### src/hdl/rrss_pkg.sv
// Package with types, codes and constants of the round-robin slice scheduler.
`timescale 1ns / 1ps

package rrss_pkg;

  localparam int unsigned MAX_JOBS_DEF   = 32;
  localparam int unsigned BURST_BITS_DEF = 10;

  localparam int unsigned TQ_W      = 10;
  localparam int unsigned BURST_IN_W = 10;
  localparam int unsigned TIME_W    = 15;
  localparam int unsigned JIDX_W    = 5;
  localparam int unsigned WLEFT_W   = 10;
  localparam int unsigned S_DATA_W  = 16;
  localparam int unsigned S_USER_W  = 2;
  localparam int unsigned M_DATA_W  = 80;
  localparam int unsigned M_USER_W  = 2;
  localparam int unsigned APB_AW    = 3;
  localparam int unsigned APB_DW    = 32;

  localparam logic [TQ_W-1:0] TQ_RESET = 10'd4;
  localparam logic REG_TIME_QUANTUM = 1'b0;

  typedef enum logic [1:0] {
    REQ_CLEAR   = 2'd0,
    REQ_ADD     = 2'd1,
    REQ_ADVANCE = 2'd2,
    REQ_NONE    = 2'd3
  } req_e;

  typedef enum logic [1:0] {
    ST_ACCEPTED = 2'd0,
    ST_SLICE    = 2'd1,
    ST_ALL_DONE = 2'd2,
    ST_FULL     = 2'd3
  } status_e;

  typedef enum logic [2:0] {
    S_IDLE,
    S_DECODE,
    S_SCAN,
    S_CALC,
    S_PUSH
  } state_e;

  typedef struct packed {
    logic in_load;
    logic do_clear;
    logic do_add;
    logic do_full;
    logic do_none;
    logic scan_init;
    logic scan_step;
    logic scan_miss;
    logic calc;
    logic push;
  } cmd_t;

  typedef struct packed {
    req_e req;
    logic full;
    logic scan_done;
    logic pend_hit;
    logic out_free;
  } sts_t;

endpackage

### src/hdl/round_robin_slice_scheduler_top.sv
// Top level of the round-robin slice scheduler with request stream, result stream and APB port.
//
//   channel   direction  payload
//   s_axis    in         tuser: req_type; tdata: burst_length
//   m_axis    out        tuser: status; tdata: job_index .. turnaround_time
//   apb       in/out     register 0 at byte address 0: time_quantum
//
// A request is accepted in the idle state and then decoded; every request but advance then goes
// straight to the result push. An advance request checks one table entry per cycle in the
// pending-bit scan over the job table, then computes a slice or reports all done, and pushes it.
// Reset empties the table, zeroes time and sets the quantum to 4.
// A new request is accepted while the previous result waits at the output.
`timescale 1ns / 1ps

module round_robin_slice_scheduler_top
  import rrss_pkg::*;
#(
  parameter int unsigned MAX_JOBS   = MAX_JOBS_DEF,
  parameter int unsigned BURST_BITS = BURST_BITS_DEF
) (
  input  logic                clk_i,
  input  logic                rst_ni,
  input  logic                s_axis_tvalid_i,
  output logic                s_axis_tready_o,
  input  logic [S_DATA_W-1:0] s_axis_tdata_i,  // burst_length[9:0], zero pad
  input  logic [S_USER_W-1:0] s_axis_tuser_i,  // req_type[1:0]
  output logic                m_axis_tvalid_o,
  input  logic                m_axis_tready_i,
  // job_index[4:0], slice_start[19:5], slice_end[34:20], work_left[44:35],
  // job_finished[45], waiting_time[60:46], turnaround_time[75:61], zero pad
  output logic [M_DATA_W-1:0] m_axis_tdata_o,
  output logic [M_USER_W-1:0] m_axis_tuser_o,  // status[1:0]
  input  logic                psel,
  input  logic                penable,
  input  logic                pwrite,
  input  logic [APB_AW-1:0]   paddr,
  input  logic [APB_DW-1:0]   pwdata,
  output logic [APB_DW-1:0]   prdata,
  output logic                pready
);

  logic [TQ_W-1:0] time_quantum_q;
  logic            reg_sel;
  logic            in_ready;
  cmd_t            cmd;
  sts_t            sts;

  assign pready  = 1'b1;
  assign reg_sel = (paddr[2] == REG_TIME_QUANTUM);

  always_ff @(posedge clk_i or negedge rst_ni) begin
    if (!rst_ni) begin
      time_quantum_q <= TQ_RESET;
    end else if (psel && penable && pwrite && pready && reg_sel) begin
      time_quantum_q <= pwdata[TQ_W-1:0];
    end
  end

  assign prdata = reg_sel ? APB_DW'(time_quantum_q) : '0;

  rrss_ctrl u_ctrl (
    .clk_i      (clk_i),
    .rst_ni     (rst_ni),
    .in_valid_i (s_axis_tvalid_i),
    .sts_i      (sts),
    .cmd_o      (cmd),
    .in_ready_o (in_ready)
  );

  assign s_axis_tready_o = in_ready;

  rrss_dp #(
    .MAX_JOBS   (MAX_JOBS),
    .BURST_BITS (BURST_BITS)
  ) u_dp (
    .clk_i          (clk_i),
    .rst_ni         (rst_ni),
    .cmd_i          (cmd),
    .sts_o          (sts),
    .time_quantum_i (time_quantum_q),
    .in_user_i      (s_axis_tuser_i),
    .in_data_i      (s_axis_tdata_i),
    .out_ready_i    (m_axis_tready_i),
    .out_valid_o    (m_axis_tvalid_o),
    .out_user_o     (m_axis_tuser_o),
    .out_data_o     (m_axis_tdata_o)
  );

endmodule

### src/hdl/rrss_ctrl.sv
// Controller state machine of the round-robin slice scheduler.
`timescale 1ns / 1ps

module rrss_ctrl
  import rrss_pkg::*;
(
  input  logic clk_i,
  input  logic rst_ni,
  input  logic in_valid_i,
  input  sts_t sts_i,
  output cmd_t cmd_o,
  output logic in_ready_o
);

  state_e state_q, state_d;

  always_ff @(posedge clk_i or negedge rst_ni) begin
    if (!rst_ni) begin
      state_q <= S_IDLE;
    end else begin
      state_q <= state_d;
    end
  end

  always_comb begin
    state_d = state_q;
    case (state_q)
      S_IDLE: begin
        if (in_valid_i) state_d = S_DECODE;
      end
      S_DECODE: begin
        if (sts_i.req == REQ_ADVANCE) state_d = S_SCAN;
        else state_d = S_PUSH;
      end
      S_SCAN: begin
        if (sts_i.scan_done) state_d = S_PUSH;
        else if (sts_i.pend_hit) state_d = S_CALC;
      end
      S_CALC: state_d = S_PUSH;
      S_PUSH: begin
        if (sts_i.out_free) state_d = S_IDLE;
      end
      default: state_d = S_IDLE;
    endcase
  end

  always_comb begin
    cmd_o = '0;
    in_ready_o = 1'b0;
    case (state_q)
      S_IDLE: begin
        in_ready_o = 1'b1;
        cmd_o.in_load = in_valid_i;
      end
      S_DECODE: begin
        case (sts_i.req)
          REQ_CLEAR:   cmd_o.do_clear = 1'b1;
          REQ_ADD: begin
            if (sts_i.full) cmd_o.do_full = 1'b1;
            else cmd_o.do_add = 1'b1;
          end
          REQ_ADVANCE: cmd_o.scan_init = 1'b1;
          default:     cmd_o.do_none = 1'b1;
        endcase
      end
      S_SCAN: begin
        if (sts_i.scan_done) cmd_o.scan_miss = 1'b1;
        else if (!sts_i.pend_hit) cmd_o.scan_step = 1'b1;
      end
      S_CALC: cmd_o.calc = 1'b1;
      S_PUSH: cmd_o.push = sts_i.out_free;
      default: cmd_o = '0;
    endcase
  end

endmodule

### src/hdl/rrss_dp.sv
// Datapath of the round-robin slice scheduler: job table, scan, slice arithmetic, result stage.
`timescale 1ns / 1ps

module rrss_dp
  import rrss_pkg::*;
#(
  parameter int unsigned MAX_JOBS   = MAX_JOBS_DEF,
  parameter int unsigned BURST_BITS = BURST_BITS_DEF
) (
  input  logic                   clk_i,
  input  logic                   rst_ni,
  input  cmd_t                   cmd_i,
  output sts_t                   sts_o,
  input  logic [TQ_W-1:0]        time_quantum_i,
  input  logic [S_USER_W-1:0]    in_user_i,
  input  logic [S_DATA_W-1:0]    in_data_i,
  input  logic                   out_ready_i,
  output logic                   out_valid_o,
  output logic [M_USER_W-1:0]    out_user_o,
  output logic [M_DATA_W-1:0]    out_data_o
);

  localparam int unsigned IDX_W = (MAX_JOBS > 1) ? $clog2(MAX_JOBS) : 1;
  localparam int unsigned CNT_W = $clog2(MAX_JOBS + 1);
  localparam int unsigned W     = (BURST_BITS > TQ_W) ? BURST_BITS : TQ_W;
  localparam int unsigned EW    = (BURST_BITS > TIME_W) ? BURST_BITS : TIME_W;
  localparam int unsigned TW    = (W > TIME_W) ? W : TIME_W;
  localparam logic [CNT_W-1:0] MAX_CNT = CNT_W'(MAX_JOBS);

  // Job table.
  logic [BURST_BITS-1:0] burst_mem [MAX_JOBS];
  logic [BURST_BITS-1:0] done_mem  [MAX_JOBS];
  logic [BURST_BITS-1:0] rd_burst_q, rd_done_q;
  logic [MAX_JOBS-1:0]   pend_q;

  req_e                  req_q;
  logic [BURST_BITS-1:0] burst_in_q;
  logic [CNT_W-1:0]      count_q;
  logic [IDX_W-1:0]      ptr_q;
  logic [TIME_W-1:0]     time_q;
  logic [IDX_W-1:0]      pos_q;
  logic [CNT_W-1:0]      step_q;

  // Result held for the output stage.
  status_e               res_status_q;
  logic [JIDX_W-1:0]     res_idx_q;
  logic [TIME_W-1:0]     res_start_q, res_end_q, res_wait_q, res_turn_q;
  logic [WLEFT_W-1:0]    res_left_q;
  logic                  res_fin_q;

  logic                  out_valid_q;
  logic [M_USER_W-1:0]   out_user_q;
  logic [M_DATA_W-1:0]   out_data_q;

  logic [BURST_BITS+BURST_IN_W-1:0] burst_ext;
  logic [IDX_W-1:0]      cnt_idx;
  logic [CNT_W-1:0]      pos_inc, ptr_ext;
  logic [IDX_W-1:0]      pos_next;
  logic [JIDX_W+IDX_W-1:0] pos_ext, cnt_ext;

  assign burst_ext = {{BURST_BITS{1'b0}}, in_data_i[BURST_IN_W-1:0]};
  assign cnt_idx   = count_q[IDX_W-1:0];
  assign pos_inc   = CNT_W'(pos_q) + CNT_W'(1);
  assign pos_next  = (pos_inc < count_q) ? pos_inc[IDX_W-1:0] : '0;
  assign ptr_ext   = CNT_W'(ptr_q);
  assign pos_ext   = {{JIDX_W{1'b0}}, pos_q};
  assign cnt_ext   = {{JIDX_W{1'b0}}, cnt_idx};

  // Slice arithmetic.
  logic [W-1:0]          q_w, remain_w, grant_w;
  logic [BURST_BITS-1:0] remain;
  logic                  fin;
  logic [BURST_BITS-1:0] done_new;
  logic [TW-1:0]         time_sum;
  logic [TIME_W-1:0]     time_new;
  logic [EW-1:0]         wait_w, turn_w;
  logic [W-1:0]          left_w;

  always_comb begin
    q_w      = (time_quantum_i == '0) ? W'(1) : W'(time_quantum_i);
    remain   = (rd_burst_q > rd_done_q) ? (rd_burst_q - rd_done_q) : '0;
    remain_w = W'(remain);
    fin      = !(remain_w > q_w);
    grant_w  = fin ? remain_w : q_w;
    done_new = rd_done_q + grant_w[BURST_BITS-1:0];
    time_sum = TW'(time_q) + TW'(grant_w);
    time_new = time_sum[TIME_W-1:0];
    left_w   = remain_w - grant_w;
    wait_w   = EW'(time_q) - EW'(rd_done_q);
    turn_w   = EW'(wait_w[TIME_W-1:0]) + EW'(rd_burst_q);
  end

  always_ff @(posedge clk_i) begin
    if (cmd_i.do_add) begin
      burst_mem[cnt_idx] <= burst_in_q;
    end
    rd_burst_q <= burst_mem[pos_q];
  end

  always_ff @(posedge clk_i) begin
    if (cmd_i.do_add) begin
      done_mem[cnt_idx] <= '0;
    end else if (cmd_i.calc) begin
      done_mem[pos_q] <= done_new;
    end
    rd_done_q <= done_mem[pos_q];
  end

  always_ff @(posedge clk_i or negedge rst_ni) begin
    if (!rst_ni) begin
      pend_q  <= '0;
      count_q <= '0;
      ptr_q   <= '0;
      time_q  <= '0;
    end else begin
      if (cmd_i.do_clear) begin
        pend_q  <= '0;
        count_q <= '0;
        ptr_q   <= '0;
        time_q  <= '0;
      end else if (cmd_i.do_add) begin
        pend_q[cnt_idx] <= 1'b1;
        count_q         <= count_q + CNT_W'(1);
      end else if (cmd_i.calc) begin
        if (fin) pend_q[pos_q] <= 1'b0;
        time_q <= time_new;
        ptr_q  <= pos_next;
      end
    end
  end

  always_ff @(posedge clk_i) begin
    if (cmd_i.in_load) begin
      req_q      <= req_e'(in_user_i);
      burst_in_q <= burst_ext[BURST_BITS-1:0];
    end
    if (cmd_i.scan_init) begin
      pos_q  <= (ptr_ext < count_q) ? ptr_q : '0;
      step_q <= '0;
    end else if (cmd_i.scan_step) begin
      pos_q  <= pos_next;
      step_q <= step_q + CNT_W'(1);
    end
  end

  always_ff @(posedge clk_i) begin
    if (cmd_i.do_clear || cmd_i.do_full || cmd_i.do_none || cmd_i.scan_miss
        || cmd_i.do_add) begin
      res_status_q <= cmd_i.do_full ? ST_FULL :
                      (cmd_i.scan_miss ? ST_ALL_DONE : ST_ACCEPTED);
      res_idx_q    <= cmd_i.do_add ? cnt_ext[JIDX_W-1:0] : '0;
      res_start_q  <= '0;
      res_end_q    <= '0;
      res_left_q   <= '0;
      res_fin_q    <= 1'b0;
      res_wait_q   <= '0;
      res_turn_q   <= '0;
    end else if (cmd_i.calc) begin
      res_status_q <= ST_SLICE;
      res_idx_q    <= pos_ext[JIDX_W-1:0];
      res_start_q  <= time_q;
      res_end_q    <= time_new;
      res_left_q   <= left_w[WLEFT_W-1:0];
      res_fin_q    <= fin;
      res_wait_q   <= fin ? wait_w[TIME_W-1:0] : '0;
      res_turn_q   <= fin ? turn_w[TIME_W-1:0] : '0;
    end
  end

  always_ff @(posedge clk_i or negedge rst_ni) begin
    if (!rst_ni) begin
      out_valid_q <= 1'b0;
    end else if (cmd_i.push) begin
      out_valid_q <= 1'b1;
    end else if (out_ready_i) begin
      out_valid_q <= 1'b0;
    end
  end

  always_ff @(posedge clk_i) begin
    if (cmd_i.push) begin
      out_user_q <= res_status_q;
      out_data_q <= {4'b0, res_turn_q, res_wait_q, res_fin_q, res_left_q,
                     res_end_q, res_start_q, res_idx_q};
    end
  end

  assign out_valid_o = out_valid_q;
  assign out_user_o  = out_user_q;
  assign out_data_o  = out_data_q;

  assign sts_o.req       = req_q;
  assign sts_o.full      = (count_q >= MAX_CNT);
  assign sts_o.scan_done = (step_q == count_q);
  assign sts_o.pend_hit  = pend_q[pos_q];
  assign sts_o.out_free  = !out_valid_q || out_ready_i;

`ifndef SYNTH
  a_count_bound : assert property (@(posedge clk_i) disable iff (!rst_ni)
    count_q <= MAX_CNT) else $error("job count beyond table size");

  a_grant_in_table : assert property (@(posedge clk_i) disable iff (!rst_ni)
    cmd_i.calc |-> (CNT_W'(pos_q) < count_q && pend_q[pos_q]))
    else $error("slice granted outside the table or to a finished job");

  a_clear_empties : assert property (@(posedge clk_i) disable iff (!rst_ni)
    cmd_i.do_clear |=> (count_q == '0 && pend_q == '0 && time_q == '0))
    else $error("clear did not empty the table");

  a_push_free : assert property (@(posedge clk_i) disable iff (!rst_ni)
    cmd_i.push |-> (!out_valid_q || out_ready_i))
    else $error("result stage overwritten before it was taken");
`endif

endmodule
### config.mk
export PLATFORM = sky130hd
export DESIGN_NAME = round_robin_slice_scheduler_top
export DESIGN_NICKNAME = d
export VERILOG_FILES = /design/src/hdl/rrss_pkg.sv /design/src/hdl/round_robin_slice_scheduler_top.sv /design/src/hdl/rrss_ctrl.sv /design/src/hdl/rrss_dp.sv
export SDC_FILE = /design/constraint.sdc
export NUM_CORES = 1
export LEC_CHECK = 0
export BUFFER_PORTS_ARGS = -buffer_cell sky130_fd_sc_hd__buf_2
export CAP_MARGIN = 20
export CELL_PAD_IN_SITES_DETAIL_PLACEMENT = 2
export CELL_PAD_IN_SITES_GLOBAL_PLACEMENT = 2
export CORE_UTILIZATION = 41
export CTS_CLUSTER_SIZE = 28
export DETAILED_ROUTE_END_ITERATION = 7
export GPL_ROUTABILITY_DRIVEN = 0
export PLACE_DENSITY_LB_ADDON = 0.1
export SLEW_MARGIN = 20
export SYNTH_ARGS = -nofsm -noshare
export SYNTH_HDL_FRONTEND = slang
export SYNTH_SLANG_ARGS = --single-unit
### constraint.sdc
create_clock -name clk_i -period 6.7 [get_ports clk_i]
set_input_delay 0.335 -clock clk_i [delete_from_list [all_inputs] [get_ports clk_i]]
set_output_delay 0.335 -clock clk_i [all_outputs]
set_load 0.02 [all_outputs]
==> impl_metrics.yaml, run 1 <==
synthesis:
  netlist.area_leader.share_pct: 59.37
  syn_area_um2: 37530
  synthFlopType: "edfxtp_1"
  seq_area_frac_synth_pct: 69.34
  synth_top_family_by_area: "multiplexers"
  synth_top_cell_by_area: "edfxtp_1"
  synth.distinct_cells: 87
  synth_xor_area_share_pct: 1.503
  synthTopCellsByArea: "edfxtp_1 59%, mux4_2 10%, dfxtp_1 5.2%"
  yosys_warnings: 0
  synth_seq_cells: 911
  synth-adder-area-share_pct: 3.254
  synthCells: 2302
  syn_avg_cell_area_um2: 16.30
  muxShareOfSynthArea_pct: 10.46
  async_flop_share_pct: 7.903
  synth_edf_count: 742
  synth-simple-area-share_pct: 5.334
  synth_compound_area_share_pct: 7.684
pwr:
  p_leak_nw: 14.89
  vdd_drop_max_mv: 0.2587
  total_power_mw: 20.48
  p_per_area_nw_per_um2: 470.9
status:
  status: "complete, no violations"
worst_setup_path:
  r2r-start: "u_dp.rd_done_q[0]"
  r2r_cells: 24
  cp-start-kind: "register"
  critPathCaptureType: "register"
  cp-startpoint: "u_dp.rd_done_q[0]"
  rrSetupSlack_ns: 0.40
  rr_endpoint: "u_dp.done_mem[25][9]"
  critical_path_class: "reg2reg"
  crit_required_ns: 7.19
  cp.arrival_ns: 6.79
  path_max_fanout: 32
clock_tree:
  clock-sinks: 911
  path_clk_slew_ns: 0.06
  cts_tree: "done"
  clk_latency_ns: 0.69
  post_cts_buffers: 0
  clockBufferDepth: 3
  cts_made_buffers: 98
  h-tree-depth: 3
  ctsRootBufferMaster: "clkbuf_16"
timing:
  slew_viol_final: 0
  fin_skew_ns: 0.03596
  rsz0062_at_grt: "no"
  report.final.setup_viol: 0
  slew_headroom_pct: 22.80
  tns_ns: 0
  finalCritPeriodShare_pct: 94.06
  final_hold_viol_count: 0
  period_minus_slack_ns: 6.302
  max_freq_ghz: 0.1587
  worst_pin_slew_ns: 1.154
final_layout:
  layout.nets: 2664
  mostFrequentLayoutCells: "742 x edfxtp_1, 168 x mux4_2, 129 x nor2_1, 118 x buf_2, 108 x nand2_1"
  final_cells: 3769
  diodes: 0
  final_common_cell: "edfxtp_1"
  fillers: 8291
  syn_to_final_growth_pct: 15.90
  fin_util_pct: 48.18
  drive_gt1_share_pct: 22.87
die:
  ioPinCount: 177
  dieArea_um2: 92760
  die_w_um: 304.6
  fp.coreArea_um2: 90290
  initial_utilization_pct: 41.57
  num_rows: 110
  die_y_um: 304.6
place:
  placed_cells: 3550
  portBuffers: 119
  hpwl_um: 73740
global_routing:
  grt_pass1_vias: 24130
  grt_pass1_wl_um: 167600
  antenna_found_initial: 3
  grt_max_degree: 134
  grt-ovfl-total: 0
  track_usage_pct: 24.61
run:
  cap_violations: 0
detailed_routing:
  vias: 21970
  first_pass_iters: 5
  post-route-drc-count: 0
  post_drt_via_cell_ratio: 5.828
  drt_iter0_drc: 1587
  wl_per_cell_um: 30.13
  final_antenna_net_count: 0
  wl_um: 113600
worst_hold_path:
  min_path_type: "in2async"
==> cell usage after synthesis (10+ instances only) <==
library cell	n
edfxtp_1	742
mux4_2	168
nor2_1	154
nand2_1	108
dfxtp_1	97
o21ai_0	96
ha_1	88
a22oi_1	85
clkbuf_1	80
dfrtp_1	71
inv_1	60
a21oi_1	58
xnor2_1	42
a31oi_1	38
a22o_1	33
nand3_1	32
a21o_1	28
nand4_1	28
buf_4	27
buf_2	21
xor2_1	18
nor3_1	17
buf_1	14
nand2b_1	13
o21a_1	12
nor2b_1	11
mux2_2	10
==> kinds of logic after synthesis <==
| logic type | count (synthesis) |
|---|---|
| buf+inv | 204 |
| simple gates | 423 |
| xor+xnor | 62 |
| mux | 181 |
| other cells | 2 |
| flops | 911 |
| fa+ha+maj | 94 |
| compound gates | 425 |
==> report_power, final <==
group / leakage [nW] / switching, mW / total, mW / internal (mW)
logic: 5.09 / 4.78 / 7.73 / 2.95
registers: 8.19 / 0.379 / 7.17 / 6.79
clock network: 1.62 / 2.34 / 5.58 / 3.24
total: 14.9 / 7.51 / 20.5 / 13.0
==> state kept, by name (all words and copies together), names as in the netlist, 2 cells and up <==
register           cells
u_dp.burst_mem       320
u_dp.done_mem        320
u_dp.out_data_o       76
u_dp.pend_q           32
u_dp.res_end_q        15
u_dp.res_start_q      15
u_dp.res_turn_q       15
u_dp.res_wait_q       15
u_dp.time_q           15
time_quantum_q        10
u_dp.burst_in_q       10
u_dp.rd_burst_q       10
u_dp.rd_done_q        10
u_dp.res_left_q       10
u_dp.count_q           6
u_dp.step_q            6
u_dp.pos_q             5
u_dp.ptr_q             5
u_dp.res_idx_q         5
u_ctrl.state_q         3
u_dp.out_user_o        2
u_dp.req_q             2
u_dp.res_status_q      2
==> cell type report <==
class | count | area, µm² | area share (%)
inverters | 61 | 229.0 | 0.5264
well taps | 1176 | 1471 | 3.383
multi-input cells | 1212 | 10860 | 24.96
clock buffers | 126 | 2691 | 6.187
clock inverters | 57 | 623.1 | 1.432
flip-flops and latches | 911 | 26030 | 59.83
repair buffers | 226 | 1602 | 3.682
==> routing by layer <==
metal | wire, µm | track usage, % | vias to the layer above
met4 | 2503 | 5.591 | 0
li1 | - | - | 9414
met5 | 0 | 0 | -
met3 | 5101 | 3.379 | 161
met2 | 57470 | 42.46 | 622
met1 | 48480 | 33.05 | 11770
==> worst max-delay path by stage <==
stage,to
6_report,u_dp.done_mem[25][9]
5_1_grt,u_dp.res_end_q[12]
4_1_cts,u_dp.res_end_q[12]
3_5_place_dp,u_dp.done_mem[12][8]
3_3_place_gp,u_dp.time_q[13]
2_1_floorplan,u_dp.done_mem[0][9]
==> metrics by stage <==
stage | hold slack, ns | setup slack [ns] | cell area, µm²
2_1_floorplan | 0.03941 | 0.2797 | 37630
3_3_place_gp | 0.2304 | 0.2974 | 39680
3_5_place_dp | 0.2409 | 0.07623 | 39720
4_1_cts | 0.05759 | 0.1712 | 43280
5_1_grt | 0.09966 | 0.02593 | 43500
6_report | 0.09551 | 0.3983 | 43500
==> critical path, stage by stage (launching register included) <==
cell	delay [ns]
dfxtp_1	0.43
ha_1	0.22
inv_1	0.07
fa_1	0.41
a21oi_1	0.22
o22ai_1	0.16
o31ai_2	0.33
o21bai_2	0.29
nor3_1	0.21
ha_1	0.35
a21oi_1	0.17
o21ai_1	0.13
a2111oi_4	0.45
or2_1	0.23
buf_4	0.20
nor2_1	0.05
a21o_1	0.20
ha_1	0.34
a21oi_1	0.24
o21ai_0	0.18
or3_1	0.35
a41oi_1	0.23
xnor3_1	0.25
nor2_2	0.14
buf_12	0.23
==> what timing repair did <==
item,in CTS,in global routing
hold endpoints to repair,42,0
setup endpoints to repair,1,138
resized for setup,1,6
hold buffers,25,0
gates cloned,0,0
(Power assumes the default switching activity.)
==> run 2, diff against run 1 <==
--- a/config.mk
+++ b/config.mk
@@ -9,7 +9,7 @@
 export CAP_MARGIN = 20
 export CELL_PAD_IN_SITES_DETAIL_PLACEMENT = 2
 export CELL_PAD_IN_SITES_GLOBAL_PLACEMENT = 2
-export CORE_UTILIZATION = 41
+export CORE_UTILIZATION = 45
 export CTS_CLUSTER_SIZE = 28
 export DETAILED_ROUTE_END_ITERATION = 7
 export GPL_ROUTABILITY_DRIVEN = 0
==> constraint.sdc (replaced) <==
create_clock -name clk_i -period 7.5 [get_ports clk_i]
set_input_delay 0.375 -clock clk_i [delete_from_list [all_inputs] [get_ports clk_i]]
set_output_delay 0.375 -clock clk_i [all_outputs]
set_load 0.02 [all_outputs]
==> impl_metrics.yaml, run 2 (same netlist as run 1, synthesis figures left out) <==
pwr:
  p_per_area_nw_per_um2: 422.7
  vdd_drop_max_mv: 0.2559
  p_leak_nw: 14.76
  total_power_mw: 18.25
global_routing:
  grt_use_met3_pct: 4.244
  grt_max_degree: 119
  antenna_found_initial: 7
  gr-usage-met1_pct: 34.84
  grt_busiest_layer: "met2"
  grt_pass1_vias: 24340
  grt_pass1_wl_um: 169900
  track_usage_pct: 27.51
  grt_use_met2_pct: 47.74
  grt-ovfl-total: 0
die:
  fp.coreArea_um2: 82370
  ioPinCount: 177
  die_y_um: 290.8
  num_rows: 105
  dieArea_um2: 84560
  die_w_um: 290.8
  initial_utilization_pct: 45.56
detailed_routing:
  first_pass_iters: 5
  post-route-drc-count: 0
  vias: 22090
  wl_um: 115300
  drt_iter0_drc: 1748
  final_antenna_net_count: 0
  wl_per_cell_um: 31.63
  post_drt_via_cell_ratio: 6.059
place:
  placed_cells: 3429
  hpwl_um: 73220
  place_ws_ns: 0.2536
  dpl-instance-area_um2: 39430
  portBuffers: 119
timing:
  finalCritPeriodShare_pct: 93.55
  worst_pin_slew_ns: 1.138
  setup_ws_ns: 0.4836
  fin_skew_ns: 0.04959
  slew_viol_final: 0
  report.final.setup_viol: 0
  max_freq_ghz: 0.1425
  period_minus_slack_ns: 7.016
  final_hold_viol_count: 0
  slew_headroom_pct: 24.13
final_layout:
  fillers: 7322
  mostFrequentLayoutCells: "742 x edfxtp_1, 168 x mux4_2, 124 x nor2_1, 118 x buf_2, 108 x nand2_1"
  syn_to_final_growth_pct: 15.04
  final_cells: 3645
  drive_gt1_share_pct: 22.14
  fin_area_um2: 43180
  multi_input_area_um2: 10830
  final_common_cell: "edfxtp_1"
  layout.nets: 2646
  register_area_um2: 26030
clock_tree:
  clockBufferDepth: 3
  cts_tree: "done"
  post_cts_buffers: 0
  clk_latency_ns: 0.67
  clock-sinks: 911
  h-tree-depth: 3
  path_clk_slew_ns: 0.07
  cts_made_buffers: 96
  ctsRootBufferMaster: "clkbuf_16"
worst_setup_path:
  critical_path_class: "reg2reg"
  cp-start-kind: "register"
  crit_required_ns: 7.91
  cp.arrival_ns: 7.43
  critPathCaptureType: "register"
  path_max_fanout: 32
  cp-startpoint: "u_dp.rd_done_q[0]"
  r2r-start: "u_dp.rd_done_q[0]"
worst_hold_path:
  worstHoldStart: "s_axis_tvalid_i"
  min_path_type: "in2reg"
run:
  cap_violations: 0
status:
  status: "complete, no violations"
==> run 2: per-stage QoR <==
stage / setup TNS, ns / utilization, % / hold WS [ns]
finish: 0 / 52.42 / 0.03814
global route: -0.003557 / 52.41 / 0.03829
CTS: 0 / 52.13 / 0.01460
global placement: 0 / 47.86 / 0.2265
floorplan: 0 / - / 0.07941
detailed placement: 0 / 47.87 / 0.2336
==> run 2: final timing paths <==
path / to / slack [ns] / depth (start not counted)
min in group asynchronous: time_quantum_q[3] / 0.11 / 2
worst min register to register: u_dp.out_data_o[56] / 0.40 / 0
max in group asynchronous: u_dp.pend_q[17] / 6.14 / 3
worst max-delay path: u_dp.done_mem[5][9] / 0.48 / 24
worst max register to register: u_dp.done_mem[5][9] / 0.48 / 24
worst min-delay path: u_ctrl.state_q[0] / 0.04 / 3
==> run 2: routing by layer <==
metal	vias to the layer above	wire [µm]	part of all wire, %
li1	9372	-	-
met3	215	6119	5.3
met1	11740	45580	40
met2	759	59310	51
met5	-	24	0.021
met4	4	4236	3.7
==> run 2: final cells by class <==
cell class	count	area share (%)
multi-input cells	1212	25.08
well taps	1070	3.101
clock buffers	121	6.170
repair buffers	210	3.402
flip-flops and latches	911	60.28
clock inverters	59	1.432
inverters	61	0.5303
diodes	1	0.005796
==> run 2: critical path, cell delays in order, from the launching register on <==
cell and delay (ns):
dfxtp_1 0.41, ha_1 0.20, inv_1 0.05, fa_1 0.41, a21oi_1 0.25, o22ai_1 0.16
o31ai_1 0.47, o21bai_1 0.35, nor3_1 0.23, ha_1 0.36, a21oi_1 0.15, o21ai_1 0.10
a2111oi_2 0.55, or2_4 0.38, nor2_1 0.08, a21o_1 0.22, ha_1 0.29, a21o_1 0.16
a21oi_1 0.27, o21ai_0 0.23, or3_1 0.40, a41oi_1 0.25, xnor3_1 0.25, nor2_2 0.09
buf_4 0.38
==> run 2: power by group <==
part	switching [mW]	internal, mW
registers	0.362	6.07
clock network	2.09	2.85
logic	4.30	2.58
==> run 2: timing repair <==
action                                 4_1_cts  5_1_grt
setup endpoints to repair                    0       67
hold buffers                                23        0
endpoints found under the hold margin       32        0
gates resized for setup                      0        2
==> run 3, diff against run 2 <==
--- a/config.mk
+++ b/config.mk
@@ -14,7 +14,7 @@
 export DETAILED_ROUTE_END_ITERATION = 7
 export GPL_ROUTABILITY_DRIVEN = 0
 export PLACE_DENSITY_LB_ADDON = 0.1
-export SLEW_MARGIN = 20
+export REMOVE_ABC_BUFFERS = 1
 export SYNTH_ARGS = -nofsm -noshare
 export SYNTH_HDL_FRONTEND = slang
 export SYNTH_SLANG_ARGS = --single-unit
==> impl_metrics.yaml, run 3 (same netlist as run 1, synthesis figures left out) <==
status:
  status: "complete, no violations"
clock_tree:
  ctsRootBufferMaster: "clkbuf_16"
  path_clk_slew_ns: 0.06
  clock-sinks: 911
  h-tree-depth: 3
  post_cts_buffers: 0
  clk_latency_ns: 0.68
  cts_tree: "done"
  cts_made_buffers: 95
  clockBufferDepth: 3
detailed_routing:
  post_drt_via_cell_ratio: 6.071
  vias: 22210
  drt_iter0_drc: 1763
  final_antenna_net_count: 0
  wl_um: 113600
  first_pass_iters: 5
  wl_per_cell_um: 31.04
  post-route-drc-count: 0
timing:
  period_minus_slack_ns: 6.923
  slew_viol_final: 0
  finalCritPeriodShare_pct: 92.31
  slew_headroom_pct: 15.15
  tns_ns: 0
  worst_pin_slew_ns: 1.268
  rsz0062_at_grt: "no"
  max_freq_ghz: 0.1444
  final_hold_viol_count: 0
  report.final.setup_viol: 0
  fin_skew_ns: 0.03880
  hold_ws_ns: 0.06993
pwr:
  total_power_mw: 17.93
  p_leak_nw: 14.83
  vdd_drop_max_mv: 0.2518
  p_per_area_nw_per_um2: 415.2
die:
  fp.coreArea_um2: 82370
  die_w_um: 290.8
  dieArea_um2: 84560
  num_rows: 105
  initial_utilization_pct: 45.56
  ioPinCount: 177
  die_y_um: 290.8
worst_setup_path:
  cp-startpoint: "u_dp.rd_done_q[0]"
  r2r-start: "u_dp.rd_done_q[0]"
  path_max_fanout: 32
  rr_endpoint: "u_dp.done_mem[6][9]"
  crit_required_ns: 7.91
  rrSetupSlack_ns: 0.58
  critPathCaptureType: "register"
  r2r_cells: 24
  critical_path_class: "reg2reg"
  crit_end: "u_dp.done_mem[6][9]"
  cp-start-kind: "register"
  cp.arrival_ns: 7.34
final_layout:
  syn_to_final_growth_pct: 15.06
  drive_gt1_share_pct: 21.67
  final_common_cell: "edfxtp_1"
  mostFrequentLayoutCells: "742 x edfxtp_1, 168 x mux4_2, 143 x nor2_1, 118 x buf_2, 108 x nand2_1"
  diodes: 0
  fin_area_um2: 43180
  layout.nets: 2661
  final_cells: 3659
global_routing:
  track_usage_pct: 26.97
  grt_pass1_wl_um: 167100
  grt_pass1_vias: 24140
  grt_max_degree: 159
  antenna_found_initial: 5
  grt-ovfl-total: 0
place:
  portBuffers: 119
  dpl-instance-area_um2: 39480
  hpwl_um: 72830
  placed_cells: 3436
run:
  cap_violations: 0
worst_hold_path:
  min_path_type: "in2reg"
run 3: metal layers:
layer / global-route usage (%) / vias up / wire [µm]
li1: - / 9408 / -
met2: 46.92 / 773 / 58040
met4: 8.117 / 2 / 3197
met3: 3.847 / 174 / 6076
met5: 0 / - / 13
met1: 35.06 / 11860 / 46230
run 3: final cells by class:
| class | instances | area (µm²) |
|---|---|---|
| Clock buffer | 132 | 2616 |
| Clock inverter | 47 | 481.7 |
| Fill cell | 7310 | 39190 |
| Inverter | 61 | 229.0 |
| Multi-Input combinational cell | 1212 | 10770 |
| Sequential cell | 911 | 26030 |
| Tap cell | 1070 | 1339 |
| Timing Repair Buffer | 226 | 1718 |
run 3: critical path, cell delays in order, from the launching register on:
cell and delay [ns]:
dfxtp_1 0.47, ha_1 0.22, inv_1 0.06, fa_1 0.41, a21oi_1 0.24, o22ai_1 0.15
o31ai_1 0.42, o21bai_1 0.37, nor3_1 0.25, ha_1 0.37, a21oi_1 0.15, o21ai_1 0.09
a2111oi_2 0.57, or2_1 0.30, buf_4 0.26, nor2_1 0.06, a21o_1 0.21, ha_1 0.33
a21oi_1 0.16, o21ai_0 0.15, or3_1 0.37, a41oi_1 0.24, xnor3_1 0.27, nor2_2 0.11
buf_4 0.40
run 3: metrics by stage:
step | util, % | worst slack (ns)
after floorplan | - | -2.309
after global placement | 47.80 | 0.7474
after detailed placement | 47.93 | 0.5791
after CTS | 51.97 | 0.5534
after global routing | 52.43 | 0.1159
final | 52.43 | 0.5771
run 3: repair_timing:
| item | in CTS | in global routing |
|---|---|---|
| setup endpoints to repair | 0 | 1 |
| hold buffers | 23 | 0 |
| gates resized for setup | 0 | 1 |
| endpoints found under the hold margin | 31 | 0 |
run 3: worst min path at each step:
stage	start	end	depth (start not counted)
final	m_axis_tready_i	u_ctrl.state_q[2]	4
after global routing	m_axis_tready_i	u_ctrl.state_q[2]	4
after CTS	m_axis_tready_i	u_ctrl.state_q[2]	4
after detailed placement	rst_ni	time_quantum_q[1]	1
after global placement	rst_ni	time_quantum_q[1]	1
after floorplan	rst_ni	time_quantum_q[0]	0
run 3: where the power goes:
part | leakage (nW) | total (mW) | switching [mW] | internal, mW
clock network | 1.52 | 4.72 | 2.09 | 2.64
logic | 5.13 | 6.79 | 4.19 | 2.60
registers | 8.19 | 6.42 | 0.360 | 6.06
